===== config.mk =====
export PLATFORM = sky130hd
export DESIGN_NAME = stun_traceroute_hop_controller_unit
export DESIGN_NICKNAME = d
export VERILOG_FILES = /design/src/design/sthc_pkg.sv /design/src/design/sthc_out_queue.sv /design/src/design/stun_traceroute_hop_controller_unit.sv
export VERILOG_INCLUDE_DIRS = /design/src /design/src/design
export SDC_FILE = /design/constraint.sdc
export NUM_CORES = 1
export LEC_CHECK = 0
export BUFFER_PORTS_ARGS = -buffer_cell sky130_fd_sc_hd__buf_4
export CAP_MARGIN = 20
export CORE_MARGIN = 8
export CORE_UTILIZATION = 35
export CTS_CLUSTER_DIAMETER = 40
export DETAILED_ROUTE_END_ITERATION = 6
export PLACE_DENSITY_LB_ADDON = 0.15
export SLEW_MARGIN = 20
export SYNTH_ARGS = -nofsm -noshare
export SYNTH_HDL_FRONTEND = slang
export SYNTH_SLANG_ARGS = --single-unit

===== constraint.sdc =====
create_clock -name i_clk -period 19.3 [get_ports i_clk]
set_clock_uncertainty 0.1 [all_clocks]
set_input_delay 3.86 -clock i_clk [delete_from_list [all_inputs] [get_ports i_clk]]
set_output_delay 3.86 -clock i_clk [all_outputs]
set_load 0.1 [all_outputs]

===== src/design/stun_traceroute_hop_controller_unit_macros.svh =====
// Assertion macros shared by the traceroute hop controller RTL.
`ifndef STUN_TRACEROUTE_HOP_CONTROLLER_UNIT_MACROS_SVH
`define STUN_TRACEROUTE_HOP_CONTROLLER_UNIT_MACROS_SVH

// Same-cycle implication, sampled on i_clk, off while i_rst_n is low.
`define STHC_ASSERT_IMP(name, ante, cons) \
    name: assert property (@(posedge i_clk) disable iff (!i_rst_n) (ante) |-> (cons)) \
        else $error("sthc check failed");

// Next-cycle implication, sampled on i_clk, off while i_rst_n is low.
`define STHC_ASSERT_NXT(name, ante, cons) \
    name: assert property (@(posedge i_clk) disable iff (!i_rst_n) (ante) |=> (cons)) \
        else $error("sthc check failed");

`endif


===== src/design/sthc_pkg.sv =====
// Types, codes and result builders for the traceroute hop controller.
`default_nettype none

package sthc_pkg;

    // Stream payload widths
    localparam int IN_TDATA_W   = 192;
    localparam int IN_TUSER_W   = 2;
    localparam int OUT_TDATA_W  = 200;
    localparam int OUT_TUSER_W  = 1;

    // Configuration port
    localparam int APB_ADDR_W   = 3;
    localparam int APB_DATA_W   = 32;
    localparam logic REG_MAX_TRACES = 1'b0;
    localparam logic REG_HOP_LIMIT  = 1'b1;
    localparam logic [7:0] MAX_TRACES_RST = 8'd1;
    localparam logic [6:0] HOP_LIMIT_RST  = 7'd40;

    // ICMP message types
    localparam logic [7:0] ICMP4_UNREACH  = 8'd3;
    localparam logic [7:0] ICMP6_UNREACH  = 8'd1;
    localparam logic [7:0] ICMP4_EXCEEDED = 8'd11;
    localparam logic [7:0] ICMP6_EXCEEDED = 8'd3;

    localparam logic [7:0] PATH_OPEN = 8'd255;

    localparam logic KIND_PROBE  = 1'b0;
    localparam logic KIND_REPORT = 1'b1;

    typedef enum logic [1:0] {
        REQ_START  = 2'd0,
        REQ_BIND   = 2'd1,
        REQ_ICMP   = 2'd2,
        REQ_SILENT = 2'd3
    } t_req;

    typedef enum logic [2:0] {
        S_CLEAR,
        S_IDLE,
        S_EXEC,
        S_SCAN,
        S_WALK,
        S_EMIT
    } t_state;

    typedef struct packed {
        t_req        req_type;
        logic [7:0]  ttl;
        logic [7:0]  icmp_type;
        logic        is_ipv6;
        logic        src_is_remote;
        logic [63:0] src_addr_hi;
        logic [63:0] src_addr_lo;
        logic [31:0] round_trip;
        logic [7:0]  resend_count;
    } t_in_item;

    typedef struct packed {
        logic        kind;
        logic [7:0]  probe_ttl;
        logic [7:0]  hop;
        logic        node_valid;
        logic [63:0] node_addr_hi;
        logic [63:0] node_addr_lo;
        logic [31:0] report_rtt;
        logic [7:0]  report_resends;
        logic [7:0]  trace_number;
        logic        trace_end;
        logic        all_done;
        logic        last;
    } t_res;

    // Control from the sequencer to the result queue
    typedef struct packed {
        logic       push;
        logic [1:0] nres;
    } t_q_push;

    function automatic t_res mk_probe(input logic [7:0] ttl);
        t_res r;
        r           = '0;
        r.kind      = KIND_PROBE;
        r.probe_ttl = ttl;
        return r;
    endfunction

    function automatic t_res mk_report(
        input logic [7:0]  hop,
        input logic        valid,
        input logic [63:0] hi,
        input logic [63:0] lo,
        input logic [31:0] rtt,
        input logic [7:0]  resends,
        input logic [7:0]  trace_no,
        input logic        trace_end,
        input logic        all_done
    );
        t_res r;
        r                = '0;
        r.kind           = KIND_REPORT;
        r.hop            = hop;
        r.node_valid     = valid;
        r.node_addr_hi   = valid ? hi : 64'd0;
        r.node_addr_lo   = valid ? lo : 64'd0;
        r.report_rtt     = valid ? rtt : 32'd0;
        r.report_resends = valid ? resends : 8'd0;
        r.trace_number   = trace_no;
        r.trace_end      = trace_end;
        r.all_done       = all_done;
        return r;
    endfunction

endpackage

`default_nettype wire


===== src/design/sthc_out_queue.sv =====
// Two-entry result queue driving the master-side stream.
`default_nettype none

module sthc_out_queue (
    input  wire                                   i_clk,
    input  wire                                   i_rst_n,
    input  sthc_pkg::t_q_push                     i_push,
    input  sthc_pkg::t_res                        i_res0,
    input  sthc_pkg::t_res                        i_res1,
    output logic                                  o_empty,
    output logic                                  m_axis_tvalid,
    input  wire                                   m_axis_tready,
    // probe_ttl[7:0], hop[15:8], node_valid[16], node_addr_hi[80:17],
    // node_addr_lo[144:81], report_rtt[176:145], report_resends[184:177],
    // trace_number[192:185], trace_end[193], all_done[194], zero[199:195]
    output logic [sthc_pkg::OUT_TDATA_W-1:0]      m_axis_tdata,
    // kind[0]
    output logic [sthc_pkg::OUT_TUSER_W-1:0]      m_axis_tuser,
    output logic                                  m_axis_tlast
);
    import sthc_pkg::*;

    t_res       r_slot [0:1];
    logic       r_head;
    logic [1:0] r_cnt;
    t_res       head_res;
    t_res       res0_l;
    t_res       res1_l;
    logic       pop;

    assign pop     = m_axis_tvalid && m_axis_tready;
    assign o_empty = (r_cnt == 2'd0);

    // occupancy and read pointer; a push only lands on an empty queue
    always_ff @(posedge i_clk) begin
        if (!i_rst_n) begin
            r_cnt  <= 2'd0;
            r_head <= 1'b0;
        end else if (i_push.push) begin
            r_cnt  <= i_push.nres;
            r_head <= 1'b0;
        end else if (pop) begin
            r_cnt  <= r_cnt - 2'd1;
            r_head <= ~r_head;
        end
    end

    // last mark settled at push time
    always_comb begin
        res0_l      = i_res0;
        res0_l.last = (i_push.nres == 2'd1);
        res1_l      = i_res1;
        res1_l.last = 1'b1;
    end

    // result storage
    always_ff @(posedge i_clk) begin
        if (i_push.push) begin
            r_slot[0] <= res0_l;
            r_slot[1] <= res1_l;
        end
    end

    // stream packing
    always_comb begin
        head_res      = r_slot[r_head];
        m_axis_tvalid = (r_cnt != 2'd0);
        m_axis_tuser  = head_res.kind;
        m_axis_tlast  = head_res.last;
        m_axis_tdata  = {5'd0,
                         head_res.all_done,
                         head_res.trace_end,
                         head_res.trace_number,
                         head_res.report_resends,
                         head_res.report_rtt,
                         head_res.node_addr_lo,
                         head_res.node_addr_hi,
                         head_res.node_valid,
                         head_res.hop,
                         head_res.probe_ttl};
    end

`include "stun_traceroute_hop_controller_unit_macros.svh"

    `STHC_ASSERT_IMP(a_push_on_empty, i_push.push, r_cnt == 2'd0)
    `STHC_ASSERT_IMP(a_push_count, i_push.push, i_push.nres == 2'd1 || i_push.nres == 2'd2)
    `STHC_ASSERT_NXT(a_pop_full, pop && r_cnt == 2'd2, r_cnt == 2'd1 && r_head)

endmodule

`default_nettype wire


===== src/design/stun_traceroute_hop_controller_unit.sv =====
// Flow: an event is taken in S_IDLE and decoded in S_EXEC; start, bind and ICMP events
// pass from S_EXEC to S_EMIT and the result queue; an ICMP walk to the next hop adds S_WALK,
// which steps over each skipped inactive hop; a no-answer event adds a scan of the hop-flag
// memory, plus the walk. Events are taken one at a time: the slave stream stalls through the
// flag scan and walk, plus any wait for the result queue to empty before the push.
// Reset: synchronous, active low; a clearing pass over the hop-flag memory zeroes the flags.
`default_nettype none

module stun_traceroute_hop_controller_unit #(
    parameter int TOP_TTL    = 64,
    parameter int SILENT_RUN = 2
) (
    input  wire                                  i_clk,
    input  wire                                  i_rst_n,
    // slave-side stream
    input  wire                                  s_axis_tvalid,
    output logic                                 s_axis_tready,
    // ttl[7:0], icmp_type[15:8], is_ipv6[16], src_is_remote[17],
    // src_addr_hi[81:18], src_addr_lo[145:82], round_trip[177:146],
    // resend_count[185:178], zero[191:186]
    input  wire  [sthc_pkg::IN_TDATA_W-1:0]      s_axis_tdata,
    // req_type[1:0]
    input  wire  [sthc_pkg::IN_TUSER_W-1:0]      s_axis_tuser,
    // master-side stream
    output logic                                 m_axis_tvalid,
    input  wire                                  m_axis_tready,
    // probe_ttl[7:0], hop[15:8], node_valid[16], node_addr_hi[80:17],
    // node_addr_lo[144:81], report_rtt[176:145], report_resends[184:177],
    // trace_number[192:185], trace_end[193], all_done[194], zero[199:195]
    output logic [sthc_pkg::OUT_TDATA_W-1:0]     m_axis_tdata,
    // kind[0]
    output logic [sthc_pkg::OUT_TUSER_W-1:0]     m_axis_tuser,
    output logic                                 m_axis_tlast,
    // configuration port
    input  wire                                  psel,
    input  wire                                  penable,
    input  wire                                  pwrite,
    input  wire  [sthc_pkg::APB_ADDR_W-1:0]      paddr,
    input  wire  [sthc_pkg::APB_DATA_W-1:0]      pwdata,
    output logic [sthc_pkg::APB_DATA_W-1:0]      prdata,
    output logic                                 pready
);
    import sthc_pkg::*;

    localparam int         AW   = $clog2(TOP_TTL + 1);
    localparam int         RW   = $clog2(SILENT_RUN + 1);
    localparam logic [AW-1:0] TOPC = AW'(TOP_TTL);
    localparam logic [7:0] TOP8 = 8'(TOP_TTL);
    localparam logic [7:0] SR8  = 8'(SILENT_RUN);
    localparam logic [RW-1:0] SRR = RW'(SILENT_RUN);

    // configuration
    logic [7:0]    r_max_traces;
    logic [6:0]    r_hop_limit;

    // control state
    t_state        r_state, n_state;
    logic [7:0]    r_cur, n_cur;
    logic [7:0]    r_path, n_path;
    logic          r_alive, n_alive;
    logic [7:0]    r_trace, n_trace;
    logic [AW-1:0] r_cnt, n_cnt;
    logic [RW-1:0] r_run, n_run;
    logic          r_found, n_found;
    logic [1:0]    r_nres, n_nres;

    // payload
    t_in_item      r_in;
    t_res          r_res0, n_res0;
    t_res          r_res1, n_res1;

    // hop-flag memory
    logic          mem [0:TOP_TTL];
    logic          r_rd_data;
    logic          mem_we;
    logic [AW-1:0] wr_idx;
    logic          mem_wd;
    logic [AW-1:0] rd_src;
    logic          rd_ok;
    logic [AW-1:0] rd_idx;

    // decode helpers
    logic          in_xfer;
    logic          unreach, exceeded, ttl_top, cur_top, cur_in_range;
    logic          restart_ok, done_w, can_adv, path_ge_ttl;
    logic          walk_flag, walk_cont, scan_last, fin_found;
    logic          do_end, end_valid;
    logic [7:0]    end_hop;
    logic          q_empty;
    t_q_push       q_ctl;

    assign in_xfer       = s_axis_tvalid && s_axis_tready;
    assign s_axis_tready = (r_state == S_IDLE);
    assign pready        = 1'b1;

    // configuration writes and reads
    always_ff @(posedge i_clk) begin
        if (!i_rst_n) begin
            r_max_traces <= MAX_TRACES_RST;
            r_hop_limit  <= HOP_LIMIT_RST;
        end else if (psel && penable && pwrite) begin
            unique case (paddr[2])
                REG_MAX_TRACES: r_max_traces <= pwdata[7:0];
                REG_HOP_LIMIT:  r_hop_limit  <= pwdata[6:0];
                default: ;
            endcase
        end
    end

    always_comb begin
        unique case (paddr[2])
            REG_MAX_TRACES: prdata = {24'd0, r_max_traces};
            REG_HOP_LIMIT:  prdata = {25'd0, r_hop_limit};
            default:        prdata = '0;
        endcase
    end

    // event decode
    assign unreach      = (r_in.icmp_type == ICMP4_UNREACH && !r_in.is_ipv6) ||
                          (r_in.icmp_type == ICMP6_UNREACH && r_in.is_ipv6);
    assign exceeded     = (r_in.icmp_type == ICMP4_EXCEEDED && !r_in.is_ipv6) ||
                          (r_in.icmp_type == ICMP6_EXCEEDED && r_in.is_ipv6);
    assign ttl_top      = (r_in.ttl == TOP8);
    assign cur_top      = (r_cur == TOP8);
    assign cur_in_range = (r_cur <= TOP8);
    assign restart_ok   = (r_trace < r_max_traces);
    assign done_w       = !restart_ok;
    assign can_adv      = ({1'b0, r_cur} + 9'd1) < {2'b00, r_hop_limit};
    assign path_ge_ttl  = (r_path >= r_in.ttl);

    // scan and walk status; read data belongs to the address issued last cycle
    assign scan_last = (r_cnt == TOPC);
    assign fin_found = r_found || (!r_rd_data && r_run == SRR);
    assign walk_flag = cur_in_range && r_rd_data;
    assign walk_cont = walk_flag && (r_cur < r_path);

    // next state
    always_comb begin
        n_state = r_state;
        unique case (r_state)
            S_CLEAR: if (scan_last) n_state = S_IDLE;
            S_IDLE:  if (in_xfer) n_state = S_EXEC;
            S_EXEC: begin
                unique case (r_in.req_type)
                    REQ_START: n_state = S_EMIT;
                    REQ_BIND: begin
                        if (ttl_top || (r_in.src_is_remote && path_ge_ttl)) begin
                            n_state = S_EMIT;
                        end else begin
                            n_state = S_IDLE;
                        end
                    end
                    REQ_ICMP: begin
                        priority if (ttl_top && unreach) begin
                            n_state = S_EMIT;
                        end else if (exceeded) begin
                            n_state = can_adv ? S_WALK : S_EMIT;
                        end else if (unreach && path_ge_ttl) begin
                            n_state = S_EMIT;
                        end else begin
                            n_state = S_IDLE;
                        end
                    end
                    REQ_SILENT: n_state = cur_top ? S_EMIT : S_SCAN;
                    default: n_state = S_IDLE;
                endcase
            end
            S_SCAN: begin
                if (scan_last) begin
                    priority if (fin_found && !r_alive) begin
                        n_state = S_EMIT;
                    end else if (r_cur < {1'b0, r_hop_limit}) begin
                        n_state = S_WALK;
                    end else begin
                        n_state = S_EMIT;
                    end
                end
            end
            S_WALK:  if (!walk_cont) n_state = S_EMIT;
            S_EMIT:  if (q_empty) n_state = S_IDLE;
            default: n_state = S_IDLE;
        endcase
    end

    // datapath and memory control
    always_comb begin
        n_cur     = r_cur;
        n_path    = r_path;
        n_alive   = r_alive;
        n_trace   = r_trace;
        n_cnt     = r_cnt;
        n_run     = r_run;
        n_found   = r_found;
        n_nres    = r_nres;
        n_res0    = r_res0;
        n_res1    = r_res1;
        mem_we    = 1'b0;
        wr_idx    = r_cnt;
        mem_wd    = 1'b0;
        do_end    = 1'b0;
        end_valid = 1'b0;
        end_hop   = r_in.ttl;
        q_ctl     = '0;

        unique case (r_state)
            S_CLEAR: begin
                mem_we = 1'b1;
                n_cnt  = scan_last ? '0 : r_cnt + AW'(1);
            end
            S_IDLE: n_nres = 2'd0;
            S_EXEC: begin
                unique case (r_in.req_type)
                    REQ_START: begin
                        n_cur   = TOP8;
                        n_path  = PATH_OPEN;
                        n_trace = 8'd1;
                        n_res0  = mk_probe(TOP8);
                        n_nres  = 2'd1;
                    end
                    REQ_BIND: begin
                        if (ttl_top) begin
                            n_alive = 1'b1;
                            n_cur   = 8'd1;
                            n_res0  = mk_probe(8'd1);
                            n_nres  = 2'd1;
                        end else if (r_in.src_is_remote && path_ge_ttl) begin
                            n_path    = r_in.ttl;
                            do_end    = 1'b1;
                            end_valid = 1'b1;
                        end
                    end
                    REQ_ICMP: begin
                        priority if (ttl_top && unreach) begin
                            n_alive = 1'b1;
                            n_cur   = 8'd1;
                            n_res0  = mk_probe(8'd1);
                            n_nres  = 2'd1;
                        end else if (exceeded) begin
                            if (can_adv) begin
                                n_cur = r_cur + 8'd1;
                            end else begin
                                do_end    = 1'b1;
                                end_valid = 1'b1;
                            end
                        end else if (unreach && path_ge_ttl) begin
                            n_path    = r_in.ttl;
                            do_end    = 1'b1;
                            end_valid = 1'b1;
                        end
                    end
                    REQ_SILENT: begin
                        // mark the unanswered hop, then test the alive probe
                        mem_we = cur_in_range;
                        wr_idx = r_cur[AW-1:0];
                        mem_wd = 1'b1;
                        if (cur_top) begin
                            n_alive = 1'b0;
                            n_cur   = 8'd1;
                            n_res0  = mk_probe(8'd1);
                            n_nres  = 2'd1;
                        end else begin
                            n_cnt   = '0;
                            n_run   = '0;
                            n_found = 1'b0;
                        end
                    end
                    default: ;
                endcase
            end
            S_SCAN: begin
                // run length saturates at the silent-run threshold
                if (!scan_last) n_cnt = r_cnt + AW'(1);
                if (r_cnt != '0) begin
                    if (r_rd_data) begin
                        n_run = (r_run == SRR) ? r_run : r_run + RW'(1);
                    end else begin
                        n_found = fin_found;
                        n_run   = '0;
                    end
                end
                if (scan_last) begin
                    if (fin_found && !r_alive) begin
                        n_path  = (r_cur >= SR8) ? r_cur - SR8 : 8'd0;
                        do_end  = 1'b1;
                        end_hop = r_cur;
                    end else begin
                        n_res0 = mk_report(r_cur, 1'b0, 64'd0, 64'd0, 32'd0, 8'd0,
                                           r_trace, 1'b0, 1'b0);
                        n_nres = 2'd1;
                    end
                end
            end
            S_WALK: begin
                if (walk_cont) begin
                    n_cur = r_cur + 8'd1;
                end else if (r_in.req_type == REQ_SILENT) begin
                    n_res1 = mk_probe(r_cur);
                    n_nres = 2'd2;
                end else if (r_cur <= r_path) begin
                    n_res0 = mk_report(r_in.ttl, 1'b1, r_in.src_addr_hi, r_in.src_addr_lo,
                                       r_in.round_trip, r_in.resend_count, r_trace,
                                       1'b0, 1'b0);
                    n_res1 = mk_probe(r_cur);
                    n_nres = 2'd2;
                end else begin
                    do_end    = 1'b1;
                    end_valid = 1'b1;
                end
            end
            S_EMIT: begin
                q_ctl.push = q_empty;
                q_ctl.nres = r_nres;
            end
            default: ;
        endcase

        // trace-ending report, then a restart probe while traces remain
        if (do_end) begin
            n_res0 = mk_report(end_hop, end_valid, r_in.src_addr_hi, r_in.src_addr_lo,
                               r_in.round_trip, r_in.resend_count, r_trace, 1'b1, done_w);
            if (restart_ok) begin
                n_trace = r_trace + 8'd1;
                n_cur   = 8'd1;
                n_res1  = mk_probe(8'd1);
                n_nres  = 2'd2;
            end else begin
                n_nres  = 2'd1;
            end
        end
    end

    // read address: scan counter, else the hop the walk looks at next
    always_comb begin
        if (r_state == S_SCAN && !scan_last) begin
            rd_src = r_cnt;
            rd_ok  = 1'b1;
        end else begin
            rd_src = n_cur[AW-1:0];
            rd_ok  = (n_cur <= TOP8);
        end
        rd_idx = rd_ok ? rd_src : '0;
    end

    // hop-flag memory, one write and one registered read per cycle
    always_ff @(posedge i_clk) begin
        if (mem_we) mem[wr_idx] <= mem_wd;
        r_rd_data <= mem[rd_idx];
    end

    // control registers
    always_ff @(posedge i_clk) begin
        if (!i_rst_n) begin
            r_state <= S_CLEAR;
            r_cur   <= 8'd0;
            r_path  <= PATH_OPEN;
            r_alive <= 1'b0;
            r_trace <= 8'd1;
            r_cnt   <= '0;
            r_run   <= '0;
            r_found <= 1'b0;
            r_nres  <= 2'd0;
        end else begin
            r_state <= n_state;
            r_cur   <= n_cur;
            r_path  <= n_path;
            r_alive <= n_alive;
            r_trace <= n_trace;
            r_cnt   <= n_cnt;
            r_run   <= n_run;
            r_found <= n_found;
            r_nres  <= n_nres;
        end
    end

    // payload registers
    always_ff @(posedge i_clk) begin
        if (in_xfer) begin
            r_in.req_type      <= t_req'(s_axis_tuser[1:0]);
            r_in.ttl           <= s_axis_tdata[7:0];
            r_in.icmp_type     <= s_axis_tdata[15:8];
            r_in.is_ipv6       <= s_axis_tdata[16];
            r_in.src_is_remote <= s_axis_tdata[17];
            r_in.src_addr_hi   <= s_axis_tdata[81:18];
            r_in.src_addr_lo   <= s_axis_tdata[145:82];
            r_in.round_trip    <= s_axis_tdata[177:146];
            r_in.resend_count  <= s_axis_tdata[185:178];
        end
        r_res0 <= n_res0;
        r_res1 <= n_res1;
    end

    sthc_out_queue u_out_queue (
        .i_clk         (i_clk),
        .i_rst_n       (i_rst_n),
        .i_push        (q_ctl),
        .i_res0        (r_res0),
        .i_res1        (r_res1),
        .o_empty       (q_empty),
        .m_axis_tvalid (m_axis_tvalid),
        .m_axis_tready (m_axis_tready),
        .m_axis_tdata  (m_axis_tdata),
        .m_axis_tuser  (m_axis_tuser),
        .m_axis_tlast  (m_axis_tlast)
    );

`include "stun_traceroute_hop_controller_unit_macros.svh"

    `STHC_ASSERT_IMP(a_mem_we_phase, mem_we, r_state == S_CLEAR || r_state == S_EXEC)
    `STHC_ASSERT_IMP(a_scan_bound, r_state == S_SCAN, r_cnt <= TOPC)
    `STHC_ASSERT_IMP(a_trace_nonzero, r_state != S_CLEAR, r_trace != 8'd0)
    `STHC_ASSERT_IMP(a_push_has_results, q_ctl.push, r_nres != 2'd0)

endmodule

`default_nettype wire


Word level (Yosys, flattened, before mapping). Memories as Yosys holds them, arrays and structs flattened. A register that Yosys moved wholly into a read port is not among the register bits. Cells that the tools add are included.

Bits in registers: 639. Bits in writable memories: 459. Input bits: 236. Output and inout port bits: 237. Word-level logic and storage cells: 295. Memories kept: 2.

Memories: u_out_queue.r_slot (depth 2, bits a word 197, read ports 1, clocked after Yosys merged registers in 1, write ports 2, RTL line sthc_out_queue.sv:23) `t_res r_slot [0:1];`; mem (depth 65, bits a word 1, read ports 1, clocked after Yosys merged registers in 1, write ports 1, RTL line stun_traceroute_hop_controller_unit.sv:73) `logic mem [0:TOP_TTL];`.

Add/sub/neg operators: 7. $lt $le $gt $ge: 9. Equality and inequality tests: 52. Muxes and demuxes: 128. Bitwise operators: 3. Reductions and logical operators: 49.

Operators by type and width (number): two-way mux 197 bit (14); one-hot mux 197 bit (4 select lines) (1); one-hot mux 197 bit (3 select lines) (1); two-way mux 8 bit (24); two-way mux 188 bit (1); two-way mux 64 bit (2); one-hot mux 32 bit (2 select lines) (1); two-way mux 7 bit (8); inequality test 3 bit, second input constant (14); two-way mux 2 bit (17); two-way mux 3 bit (11); two-way mux 32 bit (1); inequality test 2 bit, second input constant (16); one-hot mux 8 bit (2 select lines) (2); one-hot mux 8 bit (4 select lines) (1); two-way mux 1 bit (31); AND reduction 9 bit (3); one-hot mux 8 bit (3 select lines) (1); one-hot mux 7 bit (3 select lines) (1); AND reduction 5 bit (4); one-hot mux 3 bit (6 select lines) (1); adder 8 x 1 -> 8 bit, second input constant (2); equality test 8 x 7 -> 1 bit, second input constant (2); <= comparator 8 x 7 -> 1 bit, second input constant (2); 43 further kinds (87).

Depth between registers and ports, before layout. Gate-level depths: netlist (run 1).

Depth in word-level cells: 13. Depth in mapped cells: 21. Depth with buffers taken out: 18.

Hierarchy. A second synthesis (run 1) with hierarchy kept.

Cells, all modules: 2654. Area, all modules: 41026.8 µm².

By module, submodules not included: stun_traceroute_hop_controller_unit (instances 1, cells each 2015, area an instance 26090.0 µm²); sthc_out_queue (instances 1, cells each 639, area an instance 14936.8 µm²).

Worst setup path after synthesis (run 1). Ideal clock, no wire load.

Kind: register -> register. Start point: register r_cur[0]. End point: register r_res0[100] in the netlist's numbering (enable). Arrival time: 11343 ps. Path slack: 7063 ps. Cell stages (with the launch flop): 13. Buffers on the path: 2. Period minus slack after synthesis: 12237 ps. Cells stage by stage: dfxtp_1 -> clkbuf_1 -> inv_1 -> ha_1 -> ha_1 -> a21boi_0 -> o2111ai_1 -> a21o_1 -> a21oi_1 -> nand4_1 -> and2_1 -> clkbuf_1 -> a21oi_1.

Word-level cells in the longest chain between the ends: 9.

Ends and longest elaborated chain: start, declared (RTL line stun_traceroute_hop_controller_unit.sv:58) `logic [7:0] r_cur, n_cur;`; start signal, assigned (RTL line stun_traceroute_hop_controller_unit.sv:364) `r_cur <= n_cur;`; adder 8 x 1 -> 9 bit (RTL line stun_traceroute_hop_controller_unit.sv:128) `assign can_adv = ({1'b0, r_cur} + 9'd1) < {2'b00, r_hop_limit};`; < comparator 9 x 7 -> 1 bit (RTL line stun_traceroute_hop_controller_unit.sv:128); two-way mux 1 bit (RTL line stun_traceroute_hop_controller_unit.sv:239) `if (can_adv) begin`; two-way mux 1 bit (RTL line stun_traceroute_hop_controller_unit.sv:238) `end else if (exceeded) begin`; two-way mux 1 bit (RTL line stun_traceroute_hop_controller_unit.sv:233) `priority if (ttl_top && unreach) begin`; one-hot mux 1 bit (2 select lines) (RTL line stun_traceroute_hop_controller_unit.sv:212) `unique case (r_in.req_type)`; one-hot mux 1 bit (3 select lines) (RTL line stun_traceroute_hop_controller_unit.sv:205) `unique case (r_state)`; inequality test 4 bit (no source line), or another cell as far along; AND reduction 9 bit (no source line) *; end signal, assigned (RTL line stun_traceroute_hop_controller_unit.sv:388) `r_res0 <= n_res0;`; end, declared (RTL line stun_traceroute_hop_controller_unit.sv:69) `t_res r_res0, n_res0;`.

Every way passes the cells marked *; elsewhere a longest branch is shown, timed or not. A chain may end at the register's enable or synchronous reset.

Worst setup path after layout (run 1).
Start point: input port paddr[2] in the netlist's numbering. End point: output port prdata[0] in the netlist's numbering.

Word-level cells in the longest chain between the ends: 2.

Ends and longest elaborated chain: start, declared (RTL line stun_traceroute_hop_controller_unit.sv:38) `input wire [sthc_pkg::APB_ADDR_W-1:0] paddr,`; NOT 1 bit (no source line); one-hot mux 32 bit (2 select lines) * (RTL line stun_traceroute_hop_controller_unit.sv:111) `unique case (paddr[2])`; end, declared (RTL line stun_traceroute_hop_controller_unit.sv:40) `output logic [sthc_pkg::APB_DATA_W-1:0] prdata,`.

Every way passes the cells marked *; elsewhere a longest branch is shown, timed or not. The select of a mux whose other input is x is not followed.

==> impl_metrics.ini, run 1 <==
[status]
status = complete, no violations

[place]
dpl.hpwl_um = 60900
portBuffers = 410
place_ws_ns = 10.70
gp_congestion = 0.833

[final_layout]
postLayoutCoreUtil = 0.440
nNetsFinal = 3367
layout-drive-gt1-share = 0.285
synthToLayoutAreaGrowth_pct = 25.1

[synth]
synthDistinctLibCells = 88
synthCells = 2599
yosysTopAreaCellShare = 0.618
synthesis.area_mm2 = 0.0401
yosys_warnings = 0
synthTopCellsByArea = edfxtp_1, dfxtp_1, and2_1
yosysTopAreaCell = edfxtp_1
async_flop_share = 0
ys_seq_area_frac = 0.748
synth_flop_cell = edfxtp_1
synth_edf_count = 826
avgSynthCellArea_um2 = 15.4
synth_seq_cells = 1086

[floorplan]
initial_core_util = 0.352
rows = 124
core_area_mm2 = 0.114
die_w_um = 355
io_pins = 473
design.die.area_mm2 = 0.126
die_height_um = 355

[clock_tree]
cts_buffers = 152
clk_latency_ns = 0.73
post_cts_buffers = 0
cts_tree = built
clockRootBuffer = clkbuf_16
clockBufferDepth = 3
cts_sinks = 1086
clkTransAtPathRegs_ns = 0.06
hold_buffers = 0
cts_resized = 0
h-tree-depth = 4

[global_route]
grt_pass1_vias = 23100
grt_usage = 0.148
grt_antenna_before_repair = 6
grt_pass1_wl_um = 143000
grt_start_max_net_pins = 140
grt-ovfl-total = 0

[timing]
finalSetupViolCount = 0
setup_ws_ns = 10.69
worstMarginPinSlew_ns = 1.05
slew_headroom = 0.296
finalSetupTns_ns = 0
max_clock_freq_ghz = 0.116
finalCritPeriodShare = 0.446
rsz0062_at_grt = false
drv_slew = 0
fin_crit_ns = 8.61
hold_viol_final = 0

[route]
drtIter0Drc = 1487
vias_per_cell = 4.71
first_pass_iters = 6
drt_wl_total_um = 96000
ant_nets = 0
drcViolationCount = 0
wl_per_cell_um = 20.3
via_count = 22300

[worst_setup_path]
arrival_ns = 4.65
cp_max_fo = 17
cpMostUsedCell = buf_4
reg2regPathDepth = 16
crit_family = buffers and inverters
crit_required_ns = 15.34
crit_type = primary input to output port
regToRegSetupSlack_ns = 12.66
path_buf_inv = 2
r2r_start = r_cur[1]
crit_chain = buf_4, mux2_2, buf_4
timing.rr.end = r_rd_data
cp-start-kind = primary input
crit_path_end_kind = output port
max_stage_delay_ns = 0.37
crit_slowest_cell = mux2_2

[power_and_ir_drop]
seq_power_share = 0.439
p_switching_w = 0.00137
intPower_w = 0.00445
power.leakage_nw = 18.1
power.density_mw_per_mm2 = 116
swShare = 0.236
p_clk_frac = 0.493
ir_drop_mv = 0.0651
p_comb_frac = 0.068

[job]
drv_cap = 0

[hold_path]
min_to = u_out_queue.r_slot[1][64]
hold_class = flip-flop to flip-flop
hold_start = r_res1[64]
holdPathStages = 0
-- cell usage in the layout (no fill, tap or decap), types with 7 or more instances in the layout --
master      instances
a211oi_1            8
edfxtp_1          826
clkinv_4           14
and3_1             13
a21oi_1            74
clkbuf_16         155
mux2_2            193
nand2_1           137
xnor2_1            11
clkbuf_8            8
inv_6              11
nor3_1              9
nand3_1            26
nand3b_1            7
buf_4             432
conb_1             30
bufinv_16          21
ha_1               49
dfxtp_1           259
and2_1            378
a22o_1              8
clkbuf_1           27
xor2_1              7
nand4_1            11
nor2_1            141
clkinv_2           18
clkinv_1            8
mux2i_1            28
nand2b_1           14
inv_1              53
o211a_1             9
clkinvlp_4         11
o21ai_0            61
-- registers in the layout, summed over array words and instances (netlist names), named ones only --
register,cells
r_hop_limit,7
r_run,2
u_out_queue.r_slot,387
r_cur,8
r_path,8
u_out_queue.r_head,1
r_found,1
r_rd_data,1
r_trace,8
mem,65
r_nres,2
r_res1,196
r_in,188
r_alive,1
r_res0,190
r_cnt,7
u_out_queue.r_cnt,2
r_state,3
r_max_traces,8
-- cells by family (layout without fill, tap and decap cells) --
kind of cell | after synthesis | count (layout) | share of synthesized area
muxes | 228 | 228 | 0.0649
DFF | 1086 | 1086 | 0.748
and+or+nand+nor | 774 | 774 | 0.104
xor gates and xnor gates | 18 | 18 | 0.00393
buffers and inverters | 188 | 773 | 0.0209
adders and majority gates | 49 | 49 | 0.0153
other | 2 | 33 | 0.000187
AOI/OAI and AO/OA | 254 | 254 | 0.0435
-- per-stage QoR --
stage	cell area (µm²)	std cells	total power, W	hold slack, ns
6_report	50200	4727	0.00582	0.297
5_1_grt	50200	4727	0.00601	0.296
4_1_cts	50200	4724	0.00590	0.296
3_5_place_dp	44800	4440	0.00300	0.305
3_3_place_gp	44800	4440	0.00300	0.300
2_1_floorplan	40200	2627	0.00289	0.300
-- power by group through the flow --
stage                     Sequential [W]  Clock, W  Combinational [W]
after detailed placement         0.00260         0           0.000399
after global placement           0.00260         0           0.000397
final                            0.00256   0.00287           0.000395
after global routing             0.00256   0.00304           0.000413
after floorplan                  0.00259         0           0.000294
after CTS                        0.00256   0.00294           0.000400
-- routing by layer --
layer / track usage / vias to the layer above / part of all wire
met2: 0.242 / 694 / 0.48
met5: 0 / - / 0
li1: - / 10400 / -
met1: 0.191 / 11000 / 0.43
met3: 0.0342 / 173 / 0.058
met4: 0.0564 / 0 / 0.028
-- area by class of cell --
type / count / area [µm²]
Multi-Input combinational cell: 1353 / 9450
Clock buffer: 190 / 4090
Antenna cell: 3 / 7.51
Sequential cell: 1086 / 30000
Tap cell: 1512 / 1890
Fill cell: 10200 / 63800
Inverter: 55 / 214
Clock inverter: 94 / 1260
Timing Repair Buffer: 434 / 3270
-- how the worst max path moves through the flow --
stage,from,endpoint,slack [ns],cells after the start
detailed placement,paddr[2],prdata[0],10.70,3
global route,paddr[2],prdata[0],10.67,3
finish,paddr[2],prdata[0],10.69,3
global placement,paddr[2],prdata[0],10.70,3
floorplan,r_cur[0],r_res0[100],7.06,12
CTS,paddr[2],prdata[0],10.69,3
-- cell usage after synthesis, types with 7 or more instances --
library cell  count
a211oi_1          8
a21oi_1          75
a22o_1            8
and2_1          379
and3_1           13
buf_2             7
buf_4            31
clkbuf_1         90
dfxtp_1         260
edfxtp_1        826
ha_1             49
inv_1            54
mux2_2          193
mux2i_1          28
nand2_1         137
nand2b_1         14
nand3_1          26
nand3b_1          7
nand4_1          11
nor2_1          143
nor3_1            9
o211a_1           9
o21ai_0          61
xnor2_1          11
xor2_1            7
No activity file was read; power rests on OpenSTA's default activity.
==> run 2: changes to the inputs <==
==> constraint.sdc (replaced) <==
create_clock -name i_clk -period 7.75 [get_ports i_clk]
set_clock_uncertainty 0.1 [all_clocks]
set_input_delay 1.55 -clock i_clk [delete_from_list [all_inputs] [get_ports i_clk]]
set_output_delay 1.55 -clock i_clk [all_outputs]
set_load 0.1 [all_outputs]
==> run 2 against run 1 <==
Power is 150% higher. Combinational power grew to 2.5 times the previous value. Flip-flop and latch count stayed put. First-iteration DRC count is 23% lower. Die area stayed put. Clock-buffer cell count is 9 lower. Utilization is 0.15 points higher. Non-clock buffer count is 2 higher. Clock power grew to 2.5 times the previous value. Sequential power is 150% higher.
==> impl_metrics.ini, run 2 (same netlist as run 1, synthesis figures left out) <==
[clock_tree]
cts_tree = built
cts_buffers = 151
clkTransAtPathRegs_ns = 0.05
clockRootBuffer = clkbuf_16
h-tree-depth = 4
hold_buffers = 0
post_cts_buffers = 0
clockBufferDepth = 3
cts_sinks = 1086
cts_resized = 0
clk_latency_ns = 0.72

[final_layout]
largestRegisters = u_out_queue.r_slot x387, r_res1 x196, r_res0 x190
final_common_cell = edfxtp_1
layout_common_cells = edfxtp_1, buf_4, and2_1, dfxtp_1, mux2_2
largest_register_ffs = 387
seq_area_mm2 = 0.0300
top_register = u_out_queue.r_slot
layout-drive-gt1-share = 0.290
synthToLayoutAreaGrowth_pct = 25.5
nNetsFinal = 3368
fillers = 10200
multi_input_area_mm2 = 0.00945

[worst_setup_path]
critical_path_depth = 18
crit_required_ns = 8.30
arrival_ns = 6.44
max_stage_delay_ns = 0.78
crit_slowest_cell = dfxtp_1
crit_chain = ha_1, nand2_1, nor2_1, xnor2_1, inv_1, ha_1, a2111oi_4, o211ai_2, o21ai_1, nor4b_1, o31a_1, o22ai_1, o21ai_2, mux2i_1, a211o_1, a311o_1, nor4_1, a221o_1
path_buf_inv = 1
crit_path_end_kind = flip-flop
reg2regPathDepth = 18
crit_type = flip-flop to flip-flop
cpMostUsedCell = ha_1
cp_max_fo = 20
crit_family = compound AO/OA/AOI/OAI gates
cp-start-kind = flip-flop

[power_and_ir_drop]
p_clk_frac = 0.494
seq_power_share = 0.437
ir_drop_mv = 0.180
p_switching_w = 0.00346
intPower_w = 0.0111
p_comb_frac = 0.068
swShare = 0.238
power.density_mw_per_mm2 = 289
power.leakage_nw = 18.1

[timing]
slew_headroom = 0.261
finalCritPeriodShare = 0.760
max_clock_freq_ghz = 0.170
rsz0062_at_grt = false
worstMarginPinSlew_ns = 1.11
hold_slack_ns = 0.281
hold_viol_final = 0
finalSetupViolCount = 0
finalSetupTns_ns = 0
fin_crit_ns = 5.89
drv_slew = 0

[global_route]
grt_start_max_net_pins = 173
grt_pass1_wl_um = 143000
grt_antenna_before_repair = 4
grt_pass1_vias = 23100
grt-ovfl-total = 0
grt_usage = 0.148

[route]
ant_nets = 0
via_count = 22000
drt_wl_total_um = 95700
vias_per_cell = 4.65
drtIter0Drc = 1148
drcViolationCount = 0
first_pass_iters = 5
wl_per_cell_um = 20.2

[status]
status = complete, no violations

[job]
drv_cap = 0

[floorplan]
design.die.area_mm2 = 0.126
rows = 124
core_area_mm2 = 0.114
io_pins = 473
initial_core_util = 0.352
die_height_um = 355
die_w_um = 355

[place]
gp_congestion = 0.828
dpl.hpwl_um = 61400
portBuffers = 410

[hold_path]
holdPathStages = 0
hold_class = flip-flop to flip-flop
run 2: per-stage QoR:
stage | area, µm² | worst slack [ns] | std cells | total power, W | utilization
after detailed placement | 44900 | 1.91 | 4441 | 0.00749 | 0.394
after floorplan | 40300 | 0.364 | 2627 | 0.00719 | -
after global placement | 44900 | 1.97 | 4441 | 0.00748 | 0.394
after global routing | 50400 | 1.43 | 4725 | 0.0150 | 0.442
final | 50400 | 1.86 | 4728 | 0.0145 | 0.442
after CTS | 50400 | 1.91 | 4724 | 0.0148 | 0.442
run 2: path summary, 6_finish.rpt:
kind                            startpoint                        end  slack (ns)
worst max register to register    r_cur[1]                  r_rd_data        1.86
worst min-delay path            r_res0[89]  u_out_queue.r_slot[0][89]        0.28
worst min register to register  r_res0[89]  u_out_queue.r_slot[0][89]        0.28
worst max-delay path              r_cur[1]                  r_rd_data        1.86
run 2: cell type report:
class,count,share of cell area
tap,1512,0.0376
sequential,1086,0.596
inverter,55,0.00417
clock inverter,102,0.0262
antenna,3,0.000149
clock buffer,181,0.0816
timing repair buffer,436,0.0669
multi-input combinational,1353,0.188
run 2: per-layer routing:
| layer | global-route usage | share of wire | routed length (µm) |
|---|---|---|---|
| met4 | 0.0501 | 0.025 | 2350 |
| met1 | 0.183 | 0.42 | 40600 |
| met5 | 0 | 0 | 0 |
| met2 | 0.249 | 0.49 | 46900 |
| met3 | 0.0399 | 0.061 | 5830 |
run 2: power groups by stage:
| stage | clock, W | combinational (W) | sequential, W |
|---|---|---|---|
| floorplan | 0 | 0.000731 | 0.00645 |
| global placement | 0 | 0.00100 | 0.00648 |
| detailed placement | 0 | 0.00100 | 0.00648 |
| CTS | 0.00739 | 0.00101 | 0.00636 |
| global route | 0.00763 | 0.00104 | 0.00637 |
| finish | 0.00719 | 0.000993 | 0.00636 |
==> run 3: changes to the inputs <==
--- a/config.mk
+++ b/config.mk
@@ -6,6 +6,7 @@
 export SDC_FILE = /design/constraint.sdc
 export NUM_CORES = 1
 export LEC_CHECK = 0
+export ABC_AREA = 1
 export BUFFER_PORTS_ARGS = -buffer_cell sky130_fd_sc_hd__buf_4
 export CAP_MARGIN = 20
 export CORE_MARGIN = 8
==> constraint.sdc (replaced) <==
create_clock -name i_clk -period 5.7 [get_ports i_clk]
set_clock_uncertainty 0.1 [all_clocks]
set_input_delay 1.14 -clock i_clk [delete_from_list [all_inputs] [get_ports i_clk]]
set_output_delay 1.14 -clock i_clk [all_outputs]
set_load 0.1 [all_outputs]
==> run 3 against run 2 <==
Setup slack worse by 1.0 ns. Clock power is 37% higher. Non-clock buffer count is 23 higher. Largest cell class unchanged.
==> impl_metrics.ini, run 3 <==
[floorplan]
design.die.area_mm2 = 0.128
die_w_um = 358
io_pins = 473
initial_core_util = 0.352
core_area_mm2 = 0.116
rows = 125
die_height_um = 358

[final_layout]
largest_register_ffs = 387
layout-drive-gt1-share = 0.182
layout_common_cells = nand2_1, edfxtp_1, nor2_1, buf_4, inv_1
final_common_cell = nand2_1
largestRegisters = u_out_queue.r_slot x387, r_res1 x196, r_res0 x190
synthToLayoutAreaGrowth_pct = 25.4
fillers = 10900
final_area_mm2 = 0.0512
nNetsFinal = 4377
top_register = u_out_queue.r_slot

[clock_tree]
post_cts_buffers = 0
cts_resized = 0
cts_sinks = 1086
clockBufferDepth = 3
clkTransAtPathRegs_ns = 0.06
cts_tree = built
h-tree-depth = 4
clockRootBuffer = clkbuf_16
hold_buffers = 0
clk_latency_ns = 0.75
cts_buffers = 159

[worst_setup_path]
crit_required_ns = 6.24
arrival_ns = 5.41
max_stage_delay_ns = 0.53
cpMostUsedCell = nand2_1
crit_path_end_kind = flip-flop
crit_type = flip-flop to flip-flop
cp_max_fo = 25
cp-start-kind = flip-flop
crit_slowest_cell = dfxtp_2

[route]
drtIter0Drc = 1713
first_pass_iters = 5
ant_nets = 0
vias_per_cell = 4.47
drt_wl_total_um = 105000
via_count = 25700
drcViolationCount = 0
wl_per_cell_um = 18.2

[synth]
yosysTopAreaCellShare = 0.607
synth_seq_cells = 1086
yosysTopAreaCell = edfxtp_1
async_flop_share = 0
ys_seq_area_frac = 0.735
synth.most_common_cell = nand2_1
synth_edf_count = 826
synthTopCellsByArea = edfxtp_1, dfxtp_1, nand2_1
synth_flop_cell = edfxtp_1
synthesis.area_mm2 = 0.0408
synthDistinctLibCells = 54
synthCells = 3609
yosys-top-cells-count = nand2_1, edfxtp_1, nor2_1
yosys_warnings = 0
avgSynthCellArea_um2 = 11.3

[global_route]
grt_usage = 0.161
grt_pass1_vias = 25700
grt_start_max_net_pins = 167
grt_pass1_wl_um = 157000
grt_antenna_before_repair = 4
grt-ovfl-total = 0

[timing]
setup_ws_ns = 0.827
drv_slew = 0
slew_headroom = 0.317
rsz0062_at_grt = false
finalSetupViolCount = 0
finalCritPeriodShare = 0.855
max_clock_freq_ghz = 0.205
hold_viol_final = 0
fin_crit_ns = 4.87
hold_slack_ns = 0.297
worstMarginPinSlew_ns = 1.02

[status]
status = complete, no violations

[hold_path]
hold_class = flip-flop to flip-flop

[place]
dpl.hpwl_um = 66400
place_ws_ns = 0.776
portBuffers = 410
gp_congestion = 0.875
dpl_cell_area_mm2 = 0.0457

[power_and_ir_drop]
ir_drop_mv = 0.316
power.leakage_nw = 21.1
power.density_mw_per_mm2 = 394

[job]
drv_cap = 0
## run 3: report_power, final
group,switching (W),leakage (nW),internal [W],total [W]
combinational,0.00133,8.47,0.000335,0.00167
sequential,0.0000610,10.0,0.00858,0.00864
clock,0.00367,2.64,0.00621,0.00987
## run 3: final timing paths
path / startpoint / to / slack (ns) / depth (start not counted)
worst max-delay path: r_cur[1] / r_rd_data / 0.83 / 31
worst max register to register: r_cur[1] / r_rd_data / 0.83 / 31
worst min register to register: r_res0[132] / u_out_queue.r_slot[0][132] / 0.30 / 0
worst min-delay path: r_res0[132] / u_out_queue.r_slot[0][132] / 0.30 / 0
## run 3: per-layer routing
layer | track usage | vias up | share of wire
met3 | 0.0365 | 163 | 0.052
met5 | 0 | - | 0
met4 | 0.0566 | 0 | 0.026
li1 | - | 12800 | -
met2 | 0.270 | 581 | 0.48
met1 | 0.205 | 12200 | 0.44
## run 3: cell families (layout without fill, tap and decap cells)
kind of cell / count (synthesis) / count (layout) / synth area share
adders and majority gates: 49 / 49 / 0.0150
other: 2 / 31 / 0.000184
buffers and inverters: 501 / 1093 / 0.0501
xor gates and xnor gates: 12 / 12 / 0.00257
AOI/OAI and AO/OA: 209 / 209 / 0.0293
and+or+nand+nor: 1750 / 1750 / 0.168
DFF: 1086 / 1086 / 0.735
## run 3: final cells by class
class / instances / area (µm²) / area share
Sequential cell: 1086 / 30000 / 0.586
Multi-Input combinational cell: 2050 / 8930 / 0.174
Clock buffer: 204 / 4410 / 0.0860
Timing Repair Buffer: 459 / 3600 / 0.0702
Tap cell: 1524 / 1910 / 0.0372
Inverter: 336 / 1290 / 0.0251
Clock inverter: 94 / 1090 / 0.0213
Antenna cell: 1 / 2.50 / 0.0000488
## run 3: metrics by stage
stage / instances / TNS (ns) / utilization / power (W)
detailed placement: 5455 / 0 / 0.394 / 0.0105
finish: 5754 / 0 / 0.441 / 0.0202
floorplan: 3637 / -1171.79 / - / 0.00998
CTS: 5753 / 0 / 0.441 / 0.0205
global placement: 5455 / 0 / 0.394 / 0.0105
global route: 5754 / 0 / 0.441 / 0.0209
## run 3: worst max-delay path, delay by kind of cell, from the launching register on
kind	cells	cell delay (ns)
compound gates	1	0.18
xor+xnor	1	0.25
fa+ha+maj	2	0.53
buf+inv	3	0.45
flops	1	0.53
simple gates	24	2.69
